--- config.mk ---
export PLATFORM = sky130hd
export DESIGN_NAME = correlator_baseline_index_map_top
export DESIGN_NICKNAME = d
export VERILOG_FILES = /design/src/bim_pkg.sv /design/src/bim_cell_stage.sv /design/src/correlator_baseline_index_map_top.sv
export SDC_FILE = /design/constraint.sdc
export NUM_CORES = 1
export LEC_CHECK = 0
export ABC_AREA = 1
export ABC_CLOCK_PERIOD_IN_PS = 10100
export BUFFER_PORTS_ARGS = -buffer_cell sky130_fd_sc_hd__buf_2
export CORE_UTILIZATION = 35
export CTS_CLUSTER_DIAMETER = 30
export DETAILED_ROUTE_END_ITERATION = 8
export PLACE_DENSITY = 0.49
export SLEW_MARGIN = 20
export SYNTH_ARGS = -nofsm -noshare
export SYNTH_HDL_FRONTEND = slang
export SYNTH_SLANG_ARGS = --single-unit
--- constraint.sdc ---
create_clock -name clock -period 10.1 [get_ports clock]
set_input_delay 3.03 -clock clock [delete_from_list [all_inputs] [get_ports clock]]
set_output_delay 3.03 -clock clock [all_outputs]
set_load 0.02 [all_outputs]
--- src/bim_pkg.sv ---
`timescale 1ns / 1ps

package bim_pkg;

   // Array size and derived geometry.
   localparam int NUM_INPUTS    = 64;
   localparam int NUM_STATIONS  = NUM_INPUTS / 2;
   localparam int NUM_HALF      = NUM_STATIONS / 2;
   localparam int CHAN_LEN      = ((16 * NUM_INPUTS) / 4 * (NUM_INPUTS / 4 + 1)) / 2;
   localparam int QUAD_SIZE     = ((NUM_STATIONS / 2 + 1) * NUM_STATIONS) / 4;
   localparam int ORD_TRI       = ((NUM_HALF + 1) * NUM_HALF) / 2;
   localparam int ORD_LAST      = 4 * ORD_TRI - NUM_HALF - 1;
   localparam int ORD_WORDS     = 8 * (ORD_LAST + 1);

   // Field widths.
   localparam int INPUT_W  = 6;
   localparam int ANT_W    = INPUT_W - 1;
   localparam int CHAN_W   = 8;
   localparam int CELL_W   = 10;
   localparam int TILE_W   = CELL_W + 2;
   localparam int REAL_W   = 20;
   localparam int IMAG_W   = 25;
   localparam int ORD_W    = 13;
   localparam int OFFSET_W = 24;

   localparam logic [OFFSET_W-1:0] IMAG_OFFSET_RESET = OFFSET_W'(557056);

   // Payload leaving the first pipeline stage.
   typedef struct packed {
      logic              pair_ok;
      logic [CHAN_W-1:0] channel;
      logic [TILE_W-1:0] tile_word;
      logic [ORD_W-1:0]  ord_word;
   } bim_s1_type;

   // Triangular number i*(i+1)/2 for an antenna-sized argument.
   function automatic logic [CELL_W-1:0] tri_num(input logic [ANT_W-1:0] i);
      logic [2*ANT_W:0] prod;
      prod = (2*ANT_W+1)'(i) * ((2*ANT_W+1)'(i) + (2*ANT_W+1)'(1));
      return CELL_W'(prod >> 1);
   endfunction

endpackage

--- src/bim_cell_stage.sv ---
`timescale 1ns / 1ps

module bim_cell_stage import bim_pkg::*; (
   input  logic               clock,
   input  logic               reset,
   input  logic               accept,
   input  logic [INPUT_W-1:0] first_input,
   input  logic [INPUT_W-1:0] second_input,
   input  logic [CHAN_W-1:0]  channel,
   output logic               s1_valid,
   output bim_s1_type         s1
);

   logic [ANT_W-1:0]  a0, a1, diff, top_i;
   logic              p0, p1;
   logic [1:0]        quad;
   logic [CELL_W-1:0] tile_cell, ord_cell;
   logic [CELL_W-1:0] top_cell, mid_cell, bot_cell;
   bim_s1_type        s1_in, s1_ff;
   logic              valid_ff;

   // Split the input numbers into antenna and polarisation.
   assign a0   = first_input[INPUT_W-1:1];
   assign a1   = second_input[INPUT_W-1:1];
   assign p0   = first_input[0];
   assign p1   = second_input[0];
   assign quad = {a0[0], a1[0]};
   assign diff = a1 - a0;

   // Tile cell: quadrant block plus the triangular offset of the halved antennas.
   assign tile_cell = CELL_W'(CELL_W'(quad) * CELL_W'(QUAD_SIZE))
                    + tri_num(a1 >> 1) + CELL_W'(a0 >> 1);

   // Ordered cell for the top triangle, middle rectangle and bottom triangle.
   assign top_i    = ANT_W'(NUM_HALF - 2) - a0;
   assign top_cell = CELL_W'(ORD_LAST) - tri_num(top_i)
                   - CELL_W'(ANT_W'(NUM_STATIONS - 1) - a1);
   assign mid_cell = tri_num(a1) + CELL_W'(a0);
   assign bot_cell = CELL_W'(ORD_TRI)
                   + CELL_W'(CELL_W'(a1 - ANT_W'(NUM_HALF)) * CELL_W'(NUM_HALF + 1))
                   + CELL_W'(NUM_HALF) - CELL_W'(diff);

   always_comb begin
      if (CELL_W'(diff) > CELL_W'(NUM_HALF)) begin
         ord_cell = top_cell;
      end else if (CELL_W'(a1) < CELL_W'(NUM_HALF)) begin
         ord_cell = mid_cell;
      end else begin
         ord_cell = bot_cell;
      end
   end

   // Assemble the next stage contents.
   always_comb begin
      s1_in.pair_ok   = (a1 >= a0);
      s1_in.channel   = channel;
      s1_in.tile_word = {tile_cell, p1, p0};
      s1_in.ord_word  = {ord_cell, p0 ^ p1, p0, 1'b0};
   end

   // Stage register: valid is reset, payload is not.
   always_ff @(posedge clock) begin
      if (reset) begin
         valid_ff <= 1'b0;
      end else begin
         valid_ff <= accept;
      end
   end

   always_ff @(posedge clock) begin
      s1_ff <= s1_in;
   end

   assign s1_valid = valid_ff;
   assign s1       = s1_ff;

endmodule

--- src/correlator_baseline_index_map_top.sv ---
// An accepted beat passes the registers of stages one to four before rsp_strobe goes high.
// Throughput: one beat per cycle while busy is low; the four register stages take a new pair on every edge.
// The channel-length product is the deepest step and has a stage of its own.
// Reset is synchronous: it clears all valid bits, loads the default imaginary offset
// and holds busy high until the cycle after reset is released.
`timescale 1ns / 1ps

module correlator_baseline_index_map_top import bim_pkg::*; (
   input  logic                clock,
   input  logic                reset,
   input  logic                start,
   output logic                busy,
   input  logic [INPUT_W-1:0]  req_first_input,
   input  logic [INPUT_W-1:0]  req_second_input,
   input  logic [CHAN_W-1:0]   req_channel,
   output logic                rsp_strobe,
   output logic                rsp_pair_valid,
   output logic [REAL_W-1:0]   rsp_tile_real_word,
   output logic [IMAG_W-1:0]   rsp_tile_imag_word,
   output logic [ORD_W-1:0]    rsp_ordered_word,
   input  logic                csr_valid,
   output logic                csr_ready,
   input  logic [OFFSET_W-1:0] csr_imag_offset
);

   logic                busy_ff;
   logic [OFFSET_W-1:0] offset_ff;
   logic                accept;
   logic                s1_valid;
   bim_s1_type          s1;

   logic                s2_valid_ff, s2_pair_ff;
   logic [REAL_W-1:0]   s2_base_ff, s2_base_in;
   logic [TILE_W-1:0]   s2_tile_ff;
   logic [ORD_W-1:0]    s2_ord_ff;

   logic                s3_valid_ff, s3_pair_ff;
   logic [REAL_W-1:0]   s3_real_ff, s3_real_in;
   logic [ORD_W-1:0]    s3_ord_ff;

   logic                out_strobe_ff, out_pair_ff;
   logic [REAL_W-1:0]   out_real_ff, out_real_in;
   logic [IMAG_W-1:0]   out_imag_ff, out_imag_in;
   logic [ORD_W-1:0]    out_ord_ff, out_ord_in;

   assign accept    = start && !busy_ff;
   assign busy      = busy_ff;
   assign csr_ready = !busy_ff;

   // Busy flag and configuration register.
   always_ff @(posedge clock) begin
      if (reset) begin
         busy_ff   <= 1'b1;
         offset_ff <= IMAG_OFFSET_RESET;
      end else begin
         busy_ff <= 1'b0;
         if (csr_valid && csr_ready) begin
            offset_ff <= csr_imag_offset;
         end
      end
   end

   // Stage one: cell indices.
   bim_cell_stage u_cell (
      .clock        (clock),
      .reset        (reset),
      .accept       (accept),
      .first_input  (req_first_input),
      .second_input (req_second_input),
      .channel      (req_channel),
      .s1_valid     (s1_valid),
      .s1           (s1)
   );

   // Stage two: channel base address.
   assign s2_base_in = REAL_W'(REAL_W'(s1.channel) * REAL_W'(CHAN_LEN));

   // Stage three: real tile word.
   assign s3_real_in = s2_base_ff + REAL_W'(s2_tile_ff);

   // Stage four: imaginary word and zeroing of rejected pairs.
   always_comb begin
      if (s3_pair_ff) begin
         out_real_in = s3_real_ff;
         out_imag_in = IMAG_W'(s3_real_ff) + IMAG_W'(offset_ff);
         out_ord_in  = s3_ord_ff;
      end else begin
         out_real_in = '0;
         out_imag_in = '0;
         out_ord_in  = '0;
      end
   end

   // Valid bits of the later stages.
   always_ff @(posedge clock) begin
      if (reset) begin
         s2_valid_ff   <= 1'b0;
         s3_valid_ff   <= 1'b0;
         out_strobe_ff <= 1'b0;
      end else begin
         s2_valid_ff   <= s1_valid;
         s3_valid_ff   <= s2_valid_ff;
         out_strobe_ff <= s3_valid_ff;
      end
   end

   // Payload registers of the later stages.
   always_ff @(posedge clock) begin
      s2_pair_ff  <= s1.pair_ok;
      s2_base_ff  <= s2_base_in;
      s2_tile_ff  <= s1.tile_word;
      s2_ord_ff   <= s1.ord_word;
      s3_pair_ff  <= s2_pair_ff;
      s3_real_ff  <= s3_real_in;
      s3_ord_ff   <= s2_ord_ff;
      out_pair_ff <= s3_pair_ff;
      out_real_ff <= out_real_in;
      out_imag_ff <= out_imag_in;
      out_ord_ff  <= out_ord_in;
   end

   assign rsp_strobe         = out_strobe_ff;
   assign rsp_pair_valid     = out_pair_ff;
   assign rsp_tile_real_word = out_real_ff;
   assign rsp_tile_imag_word = out_imag_ff;
   assign rsp_ordered_word   = out_ord_ff;

   // Every accepted beat leaves the pipeline with rsp_strobe high.
   a_latency : assert property (@(posedge clock) disable iff (reset)
      accept |-> ##4 rsp_strobe)
      else $error("accepted beat did not reach the result port");

   // The valid flag follows the antenna order of the beat that produced the strobe.
   a_pair_order : assert property (@(posedge clock) disable iff (reset)
      rsp_strobe |-> rsp_pair_valid ==
         ($past(req_second_input[INPUT_W-1:1], 4) >= $past(req_first_input[INPUT_W-1:1], 4)))
      else $error("pair valid flag does not match antenna order");

   // A rejected pair carries all-zero addresses.
   a_zero_reject : assert property (@(posedge clock) disable iff (reset)
      (rsp_strobe && !rsp_pair_valid) |->
         (rsp_tile_real_word == '0 && rsp_tile_imag_word == '0 && rsp_ordered_word == '0))
      else $error("rejected pair has non-zero addresses");

   // Ordered index stays within one channel section.
   a_ord_range : assert property (@(posedge clock) disable iff (reset)
      (rsp_strobe && rsp_pair_valid) |-> (rsp_ordered_word < ORD_W'(ORD_WORDS)))
      else $error("ordered word beyond the channel section");

endmodule
==> impl_metrics.toml, run 1 <==
[status]
outcome = "complete, no violations"

[sta]
fin_setup_tns_ns = 0
relSlewSlack_pct = 43.3
max_freq_mhz = 123
timing.final.crit_share_pct = 80.8
skew_ns = 0.00817
rsz0062_at_grt = "false"
setup_viol = 0
hold_viol = 0
slew_violations = 0
period_needed_ns = 8.16
worst_pin_slew_ns = 0.850

[power]
leakage_nw = 6.63
ir_drop_mv = 0.101
p_per_area_nw_per_um2 = 237

[synth]
synth_top_family_by_area = "adder cells"
synth_cell_types = 48
synth_top_area_cell = "dfxtp_1"
synthSimpleGateAreaFrac_pct = 18.2
synth_seq_area_share_pct = 34.4
syn-cell-area_um2 = 10900
synth_adder_area_share_pct = 25.4
ys.flop_type = "dfxtp_1"
synth-xor-area-share_pct = 4.17
ys_warn_count = 0
synth-edff-count = 0
synth-compound-area-share_pct = 8.73
synth_area_leaders = "dfxtp_1, ha_1, nand2_1"
ys_ff_latch = 187
synth-async-reset-ratio_pct = 0
synth_top_area_share_pct = 34.4
muxShareOfSynthArea_pct = 0
avgSynthCellArea_um2 = 8.13
syn-instance-count = 1337
synth_nets = 1579

[drt]
vias_per_cell = 4.47
drt_pass1_iterations = 4
drc = 0
wl_um = 23500
routedWlPerCell_um = 12.7
initialDrtViolationCount = 342
num_vias = 8293
drtAntennaViolNets = 0

[clock_tree]
numCtsBuffers = 17
cts_setup_buffers = 0
cts_tree = "done"
cts_root_buffer = "clkbuf_16"
clk_pin_slew_ns = 0.07
cts_resized = 0
htree_num_levels = 4
hold_buffers = 0
clk_path_buf_depth = 2
clkLatencyLatePin_ns = 0.44
cts.sink_count = 187

[setup_path]
cp-end-kind = "register"
cp.required_ns = 10.43
critPathMaxFanout = 10
arrival_ns = 8.49
startpoint_type = "primary input"
cp_common_cell = "nand2_1"
critPathKind = "in -> reg"
cp_slowest_cell = "fa_1"
critical_path.max_stage_delay_ns = 0.54

[die]
start_util_pct = 35.5
die_h_um = 178
dieArea_um2 = 31800
die_width_um = 178
io_pins = 110
core_area_um2 = 30600
row_count = 64

[placed_design]
place.gp.congestion = 0.841
portBuffers = 108
dp.final_hpwl_um = 18700
dp.cells = 1825

[grt]
gr-total-overflow = 0
antenna_found_initial = 2
grt_pass1_wl_um = 39500
grt_pass1_vias = 8201
grt_max_degree = 53
grtUsageTotal_pct = 15.8

[cells_and_area]
nets = 1690
multi_input_area_um2 = 6150
layout.cells.non_filler = 1857
drive_above_1_share_pct = 11.2
regArea_um2 = 3740
fill_cells = 3202
syn_to_final_growth_pct = 14.3
diodes = 0

[hold_path]
hp-class = "reg -> reg"

[job]
maxCapViolCount = 0
-- cell families (layout without fill, tap and decap cells) --
kind of cell / count (synthesis) / after routing
other cells: 1 / 1
fa+ha+maj: 194 / 194
buf+inv: 255 / 379
xor+xnor: 50 / 50
simple gates: 475 / 475
compound gates: 175 / 175
flops: 187 / 187
-- registers in the layout (all words and copies together), names as in the netlist, 11 cells and up --
| signal | flops |
|---|---|
| offset_ff | 24 |
| rsp_ordered_word | 11 |
| rsp_tile_imag_word | 25 |
| rsp_tile_real_word | 20 |
| s2_base_ff | 13 |
| s2_ord_ff | 11 |
| s2_tile_ff | 12 |
| s3_ord_ff | 11 |
| s3_real_ff | 20 |
| u_cell.s1 | 32 |
-- placed cells by master, fill, tap and decap left out, types with 4 or more instances in the layout --
cell | Yosys | layout
nand2_1 | 246 | 246
inv_1 | 232 | 232
dfxtp_1 | 187 | 186
ha_1 | 149 | 149
nor2_1 | 132 | 132
buf_2 | 1 | 108
a21oi_1 | 78 | 78
o21ai_0 | 63 | 63
nand3_1 | 56 | 56
fa_1 | 45 | 45
xor2_1 | 28 | 28
xnor2_1 | 20 | 20
clkbuf_16 | 0 | 17
nand4_1 | 12 | 12
nor3_1 | 7 | 7
o21ai_1 | 6 | 6
a31oi_1 | 5 | 5
a21o_1 | 5 | 5
inv_6 | 0 | 5
o21bai_1 | 4 | 4
or2_2 | 4 | 4
-- worst max-delay path, delay by kind of cell --
| family | cells | cell delay, ns |
|---|---|---|
| adder cells (fa/ha/maj) | 7 | 2.80 |
| AND/OR/NAND/NOR | 13 | 1.37 |
| buffers and inverters | 8 | 0.66 |
| XOR/XNOR | 2 | 0.37 |
| AO/OA/AOI/OAI | 2 | 0.25 |
-- final cells by class --
| class | instances | share of cell area (%) |
|---|---|---|
| Tap cell | 396 | 3.99 |
| Multi-Input combinational cell | 895 | 49.5 |
| Clock inverter | 15 | 1.24 |
| Clock buffer | 17 | 3.43 |
| Inverter | 236 | 7.13 |
| Sequential cell | 187 | 30.2 |
| Timing Repair Buffer | 111 | 4.53 |
-- per-layer routing --
metal	global-route usage, %	up-vias	part of all wire [%]
met1	21.3	3719	50
li1	-	4427	-
met5	0	-	0.034
met2	25.9	127	45
met3	2.62	18	3.6
met4	4.10	2	1.0
-- where the power goes --
| part | total, W | switching (W) | internal (W) |
|---|---|---|---|
| combinational | 0.00129 | 0.000802 | 0.000491 |
| sequential | 0.000988 | 0.0000632 | 0.000925 |
| clock | 0.000657 | 0.000308 | 0.000349 |
-- final timing paths --
kind | startpoint | endpoint | slack, ns | cells past startpoint
setup / recovery | req_first_input[1] | u_cell.s1[11] | 1.94 | 32
setup reg to reg | s2_base_ff[7] | s3_real_ff[19] | 7.93 | 10
hold reg to reg | s2_pair_ff | s3_pair_ff | 0.33 | 0
hold / removal | s2_pair_ff | s3_pair_ff | 0.33 | 0
-- stage by stage --
stage	area, um2	setup slack, ns	power, W	hold slack (ns)	utilization, %
floorplan	10900	2.19	0.00199	0.310	-
global placement	11800	1.64	0.00230	0.310	38.7
detailed placement	11800	1.50	0.00231	0.312	38.7
CTS	12400	1.94	0.00298	0.327	40.6
global route	12400	1.45	0.00322	0.336	40.6
finish	12400	1.94	0.00294	0.326	40.6
-- synth_stat cells (4+ instances only) --
cell      instances
fa_1             45
a21o_1            5
xnor2_1          20
xor2_1           28
clkbuf_1         15
a21oi_1          78
dfxtp_1         187
nor3_1            7
ha_1            149
o21ai_1           6
o21bai_1          4
inv_1           232
nand2_1         246
nand4_1          12
nand3_1          56
or2_2             4
o21ai_0          63
a31oi_1           5
nor2_1          132
Power figures use the tool's default switching activity.
==> inputs of run 2 (changes only) <==
--- a/config.mk
+++ b/config.mk
@@ -6,12 +6,12 @@
 export NUM_CORES = 1
 export LEC_CHECK = 0
 export ABC_AREA = 1
-export ABC_CLOCK_PERIOD_IN_PS = 10100
+export ABC_CLOCK_PERIOD_IN_PS = 6850
 export BUFFER_PORTS_ARGS = -buffer_cell sky130_fd_sc_hd__buf_2
 export CORE_UTILIZATION = 35
 export CTS_CLUSTER_DIAMETER = 30
 export DETAILED_ROUTE_END_ITERATION = 8
-export PLACE_DENSITY = 0.49
+export PLACE_DENSITY = 0.51
 export SLEW_MARGIN = 20
 export SYNTH_ARGS = -nofsm -noshare
 export SYNTH_HDL_FRONTEND = slang
==> constraint.sdc (replaced) <==
create_clock -name clock -period 6.85 [get_ports clock]
set_input_delay 2.055 -clock clock [delete_from_list [all_inputs] [get_ports clock]]
set_output_delay 2.055 -clock clock [all_outputs]
set_load 0.02 [all_outputs]
==> run 2 against run 1 <==
  * Global-route usage is 0.27 points lower
  * Via count is 3.5% higher
  * Combinational power is 60% higher
  * Largest cell class unchanged
==> impl_metrics.toml, run 2 (synthesized netlist as in run 1, its figures left out) <==
[sta]
hold_viol = 0
layout_setup_ws_ns = 0.373
rsz0062_at_grt = "false"
max_freq_mhz = 154
timing.final.crit_share_pct = 94.6
slew_violations = 0
relSlewSlack_pct = 46.1
period_needed_ns = 6.48
worst_pin_slew_ns = 0.808
setup_viol = 0
skew_ns = 0.00782

[cells_and_area]
largest_reg_flops = 32
diodes = 0
drive_above_1_share_pct = 15.0
mostFrequentLayoutCells = "nand2_1, inv_1, dfxtp_1"
syn_to_final_growth_pct = 18.8
layout.cells.non_filler = 1907
stdcell_area_um2 = 12900
layout_commonest_cell = "nand2_1"
postLayoutCoreUtil_pct = 42.2
nets = 1740

[clock_tree]
clkLatencyLatePin_ns = 0.44
numCtsBuffers = 17
clk_path_buf_depth = 2
cts_tree = "done"
clk_pin_slew_ns = 0.07
cts.sink_count = 187
hold_buffers = 0
cts_root_buffer = "clkbuf_16"
htree_num_levels = 4

[setup_path]
arrival_ns = 6.81
cp-end-kind = "register"
startpoint_type = "primary input"
critPathBufInv = 9
cp_common_cell = "inv_1"
critical_path.max_stage_delay_ns = 0.54
reg2reg_from = "s2_base_ff[7]"
cp.required_ns = 7.18
crit_family = "adder cells"
critPathMaxFanout = 4
cp_slowest_cell = "fa_1"
critPathKind = "in -> reg"
crit_start = "req_first_input[2]"

[placed_design]
dp.cells = 1873
placed_cell_area_um2 = 12200
dp_slack_ns = -0.298
portBuffers = 108
place.gp.congestion = 0.819
dp.final_hpwl_um = 19000

[grt]
grtUsageTotal_pct = 15.5
gr-total-overflow = 0
antenna_found_initial = 1
grt_max_degree = 53
grt_pass1_wl_um = 39000
grt_pass1_vias = 8368

[die]
die_width_um = 178
core_area_um2 = 30600
die_h_um = 178
row_count = 64
io_pins = 110
dieArea_um2 = 31800
start_util_pct = 35.5

[drt]
drtAntennaViolNets = 0
drc = 0
num_vias = 8581
vias_per_cell = 4.50
initialDrtViolationCount = 366
drt_pass1_iterations = 5
wl_um = 23400
routedWlPerCell_um = 12.3

[power]
p_total_w = 0.00448
ir_drop_mv = 0.179
p_per_area_nw_per_um2 = 347
leakage_nw = 6.88

[status]
outcome = "complete, no violations"

[hold_path]
hp-class = "reg -> reg"
hold_start = "s2_ord_ff[10]"

[job]
maxCapViolCount = 0
[run 2: changes by cell type in the layout (fill, tap and decap cells not counted), moves of 2 or more]
cell | previous run | this run
ha_1 | 149 | 144
clkinv_4 | 0 | 2
inv_1 | 232 | 230
buf_4 | 3 | 53
nor2_2 | 1 | 3
nor2_1 | 132 | 130
clkinv_2 | 3 | 0
inv_6 | 5 | 3
ha_4 | 0 | 4
clkinv_8 | 1 | 3
nor3_4 | 0 | 2
[run 2: repair_timing]
item,CTS,global route
setup buffers,0,2
resized for setup,0,16
endpoints found under the setup margin,0,4
[run 2: layout make-up]
class                   count  area, um2
clock inverters            15        169
clock buffers              17        425
repair buffers            161        938
flip-flops and latches    187       3740
multi-input cells         895       6240
well taps                 396        495
fillers                  3162      17700
inverters                 236        892
[run 2: path summary, 6_finish.rpt]
path                     to  slack, ns  cells past startpoint
min           s3_ord_ff[10]       0.33                      0
min reg2reg   s3_ord_ff[10]       0.33                      0
max reg2reg  s3_real_ff[19]       4.67                     10
max           u_cell.s1[11]       0.37                     29
[run 2: through the flow]
step	hold WS [ns]	setup TNS, ns
finish	0.326	0
global route	0.331	0
global placement	0.311	-0.572
CTS	0.326	0
detailed placement	0.312	-0.965
floorplan	0.310	0
[run 2: worst register-to-register path: cells and delay by family, from the launching register on]
kind            cells  cell delay (ns)
flops               1             0.32
fa+ha+maj           2             0.57
xor+xnor            1             0.21
buf+inv             1             0.06
compound gates      2             0.36
simple gates        4             0.56
[run 2: metal layers]
metal	vias up	part of all wire (%)	track usage, %
met4	2	1.5	4.94
met3	24	3.1	2.54
met2	130	46	26.3
li1	4538	-	-
met1	3887	50	20.0
met5	-	0.051	0
[run 2: report_power, final]
part	switching, W	internal (W)
combinational	0.00122	0.000848
sequential	0.0000887	0.00136
clock	0.000475	0.000492
total	0.00178	0.00270
==> inputs of run 3 (changes only) <==
--- a/config.mk
+++ b/config.mk
@@ -8,10 +8,11 @@
 export ABC_AREA = 1
 export ABC_CLOCK_PERIOD_IN_PS = 6850
 export BUFFER_PORTS_ARGS = -buffer_cell sky130_fd_sc_hd__buf_2
-export CORE_UTILIZATION = 35
+export CORE_UTILIZATION = 40
 export CTS_CLUSTER_DIAMETER = 30
 export DETAILED_ROUTE_END_ITERATION = 8
-export PLACE_DENSITY = 0.51
+export PLACE_DENSITY = 0.57
+export RECOVER_POWER = 50
 export SLEW_MARGIN = 20
 export SYNTH_ARGS = -nofsm -noshare
 export SYNTH_HDL_FRONTEND = slang
==> run 3 against run 2 <==
  * The run now ends with max-capacitance violations, max-slew violations left
  * Clock skew grew 0.0025 ns
  * Fmax is 1.2% lower
  * Sequential power hardly changed
  * Critical path type unchanged
  * Non-clock buffer count down 6
  * Register-to-register slack worse by 0.39 ns
  * Sequential share of layout area grew 0.33 points
==> impl_metrics.toml, run 3 (synthesized netlist as in run 1, its figures left out) <==
[setup_path]
critPathMaxFanout = 4
cp-end-kind = "register"
cp.required_ns = 7.19
cp_slowest_cell = "fa_1"
arrival_ns = 6.90
critPathKind = "in -> reg"
critical_path.max_stage_delay_ns = 0.54
startpoint_type = "primary input"
cp_common_cell = "inv_1"

[sta]
max_freq_mhz = 153
hold_viol = 0
period_needed_ns = 6.55
slew_violations = 53
relSlewSlack_pct = -23.9
timing.final.crit_share_pct = 95.7
setup_viol = 0
worst_pin_slew_ns = 1.86
skew_ns = 0.0103
layout_setup_ws_ns = 0.297

[placed_design]
dp_slack_ns = -0.294
dp.final_hpwl_um = 18500
placed_cell_area_um2 = 12100
dp.cells = 1808
place.gp.congestion = 0.840
portBuffers = 108

[drt]
wl_um = 23100
initialDrtViolationCount = 390
dr_wl_met2_um = 10600
drt_pass1_iterations = 6
top_layer = "met5"
met3WireLength_um = 912
num_vias = 8638
drc = 0
routedWlPerCell_um = 12.5
drtAntennaViolNets = 0
vias_per_cell = 4.69
m1WireLength_um = 11400

[cells_and_area]
regArea_um2 = 3740
postLayoutCoreUtil_pct = 48.4
drive_above_1_share_pct = 14.0
mostFrequentLayoutCells = "nand2_1, inv_1, dfxtp_1"
stdcell_area_um2 = 12800
layout.cells.non_filler = 1840
fill_cells = 2548
multi_input_area_um2 = 6190
nets = 1734
layout_commonest_cell = "nand2_1"
diodes = 0
largest_reg_flops = 32
syn_to_final_growth_pct = 17.4

[status]
violations = "max-capacitance violations, max-slew violations"
outcome = "finished with violations"

[grt]
grt_pass1_vias = 8358
antenna_found_initial = 1
grtUsageTotal_pct = 17.5
grt_max_degree = 53
grt_pass1_wl_um = 39400
gr-total-overflow = 0

[die]
row_count = 59
die_h_um = 167
dieArea_um2 = 27800
core_area_um2 = 26400
start_util_pct = 41.2
io_pins = 110
die_width_um = 167

[clock_tree]
cts.sink_count = 187
clkLatencyLatePin_ns = 0.44
htree_num_levels = 4
cts_setup_buffers = 0
numCtsBuffers = 17
clk_path_buf_depth = 2
cts_tree = "done"
cts_root_buffer = "clkbuf_16"
clk_pin_slew_ns = 0.08

[power]
p_per_area_nw_per_um2 = 354
leakage_nw = 6.85
ir_drop_mv = 0.174

[job]
maxCapViolCount = 1

[hold_path]
hp-class = "reg -> reg"
## run 3: cell types whose count changed in the layout (fill, tap and decap cells not counted), moves of 2 or more
cell	previous run	this run
buf_4	53	47
inv_6	3	1
buf_2	108	105
inv_12	1	3
clkbuf_1	0	3
o21ai_0	62	64
ha_4	4	2
clkinvlp_4	3	1
inv_2	2	4
ha_1	144	146
clkinv_8	3	6
## run 3: through the flow
step | power, W | TNS, ns | hold WS (ns)
after CTS | 0.00452 | 0 | 0.325
after floorplan | 0.00293 | 0 | 0.310
after detailed placement | 0.00350 | -1.05 | 0.312
after global routing | 0.00494 | -0.0259 | 0.332
after global placement | 0.00347 | -0.434 | 0.310
final | 0.00452 | 0 | 0.326
## run 3: worst paths after layout
check	startpoint	endpoint	slack, ns	depth (start not counted)
setup reg to reg	s3_pair_ff	rsp_tile_imag_word[24]	4.28	4
hold / removal	s2_ord_ff[4]	s3_ord_ff[4]	0.33	0
setup / recovery	req_first_input[1]	u_cell.s1[11]	0.30	28
hold reg to reg	s2_ord_ff[4]	s3_ord_ff[4]	0.33	0
## run 3: power by group
part | leakage (nW) | internal (W) | total [W] | switching (W)
clock network | 0.300 | 0.000506 | 0.00100 | 0.000497
registers | 1.56 | 0.00136 | 0.00147 | 0.000103
logic | 4.99 | 0.000832 | 0.00205 | 0.00122
## run 3: timing repair
action	in CTS	in global routing
hold buffers	0	0
gates resized for setup	0	9
endpoints found under the setup margin	0	4
## run 3: layout make-up
cell class / instances / area share, %
clock buffers: 17 / 3.33
clock inverters: 15 / 1.61
well taps: 335 / 3.28
flip-flops and latches: 187 / 29.3
multi-input cells: 895 / 48.5
repair buffers: 155 / 6.97
inverters: 236 / 6.94
## run 3: critical path: cells and delay by family
kind / cells / cell delay (ns)
AND/OR/NAND/NOR: 7 / 0.59
adder cells (fa/ha/maj): 9 / 3.24
AO/OA/AOI/OAI: 2 / 0.24
XOR/XNOR: 2 / 0.30
buffers and inverters: 8 / 0.46
## run 3: layer usage
layer / vias to the layer above / global-route usage (%)
li1: 4534 / -
met1: 3897 / 23.5
met2: 183 / 29.4
met3: 22 / 2.64
met4: 2 / 4.03
met5: - / 0
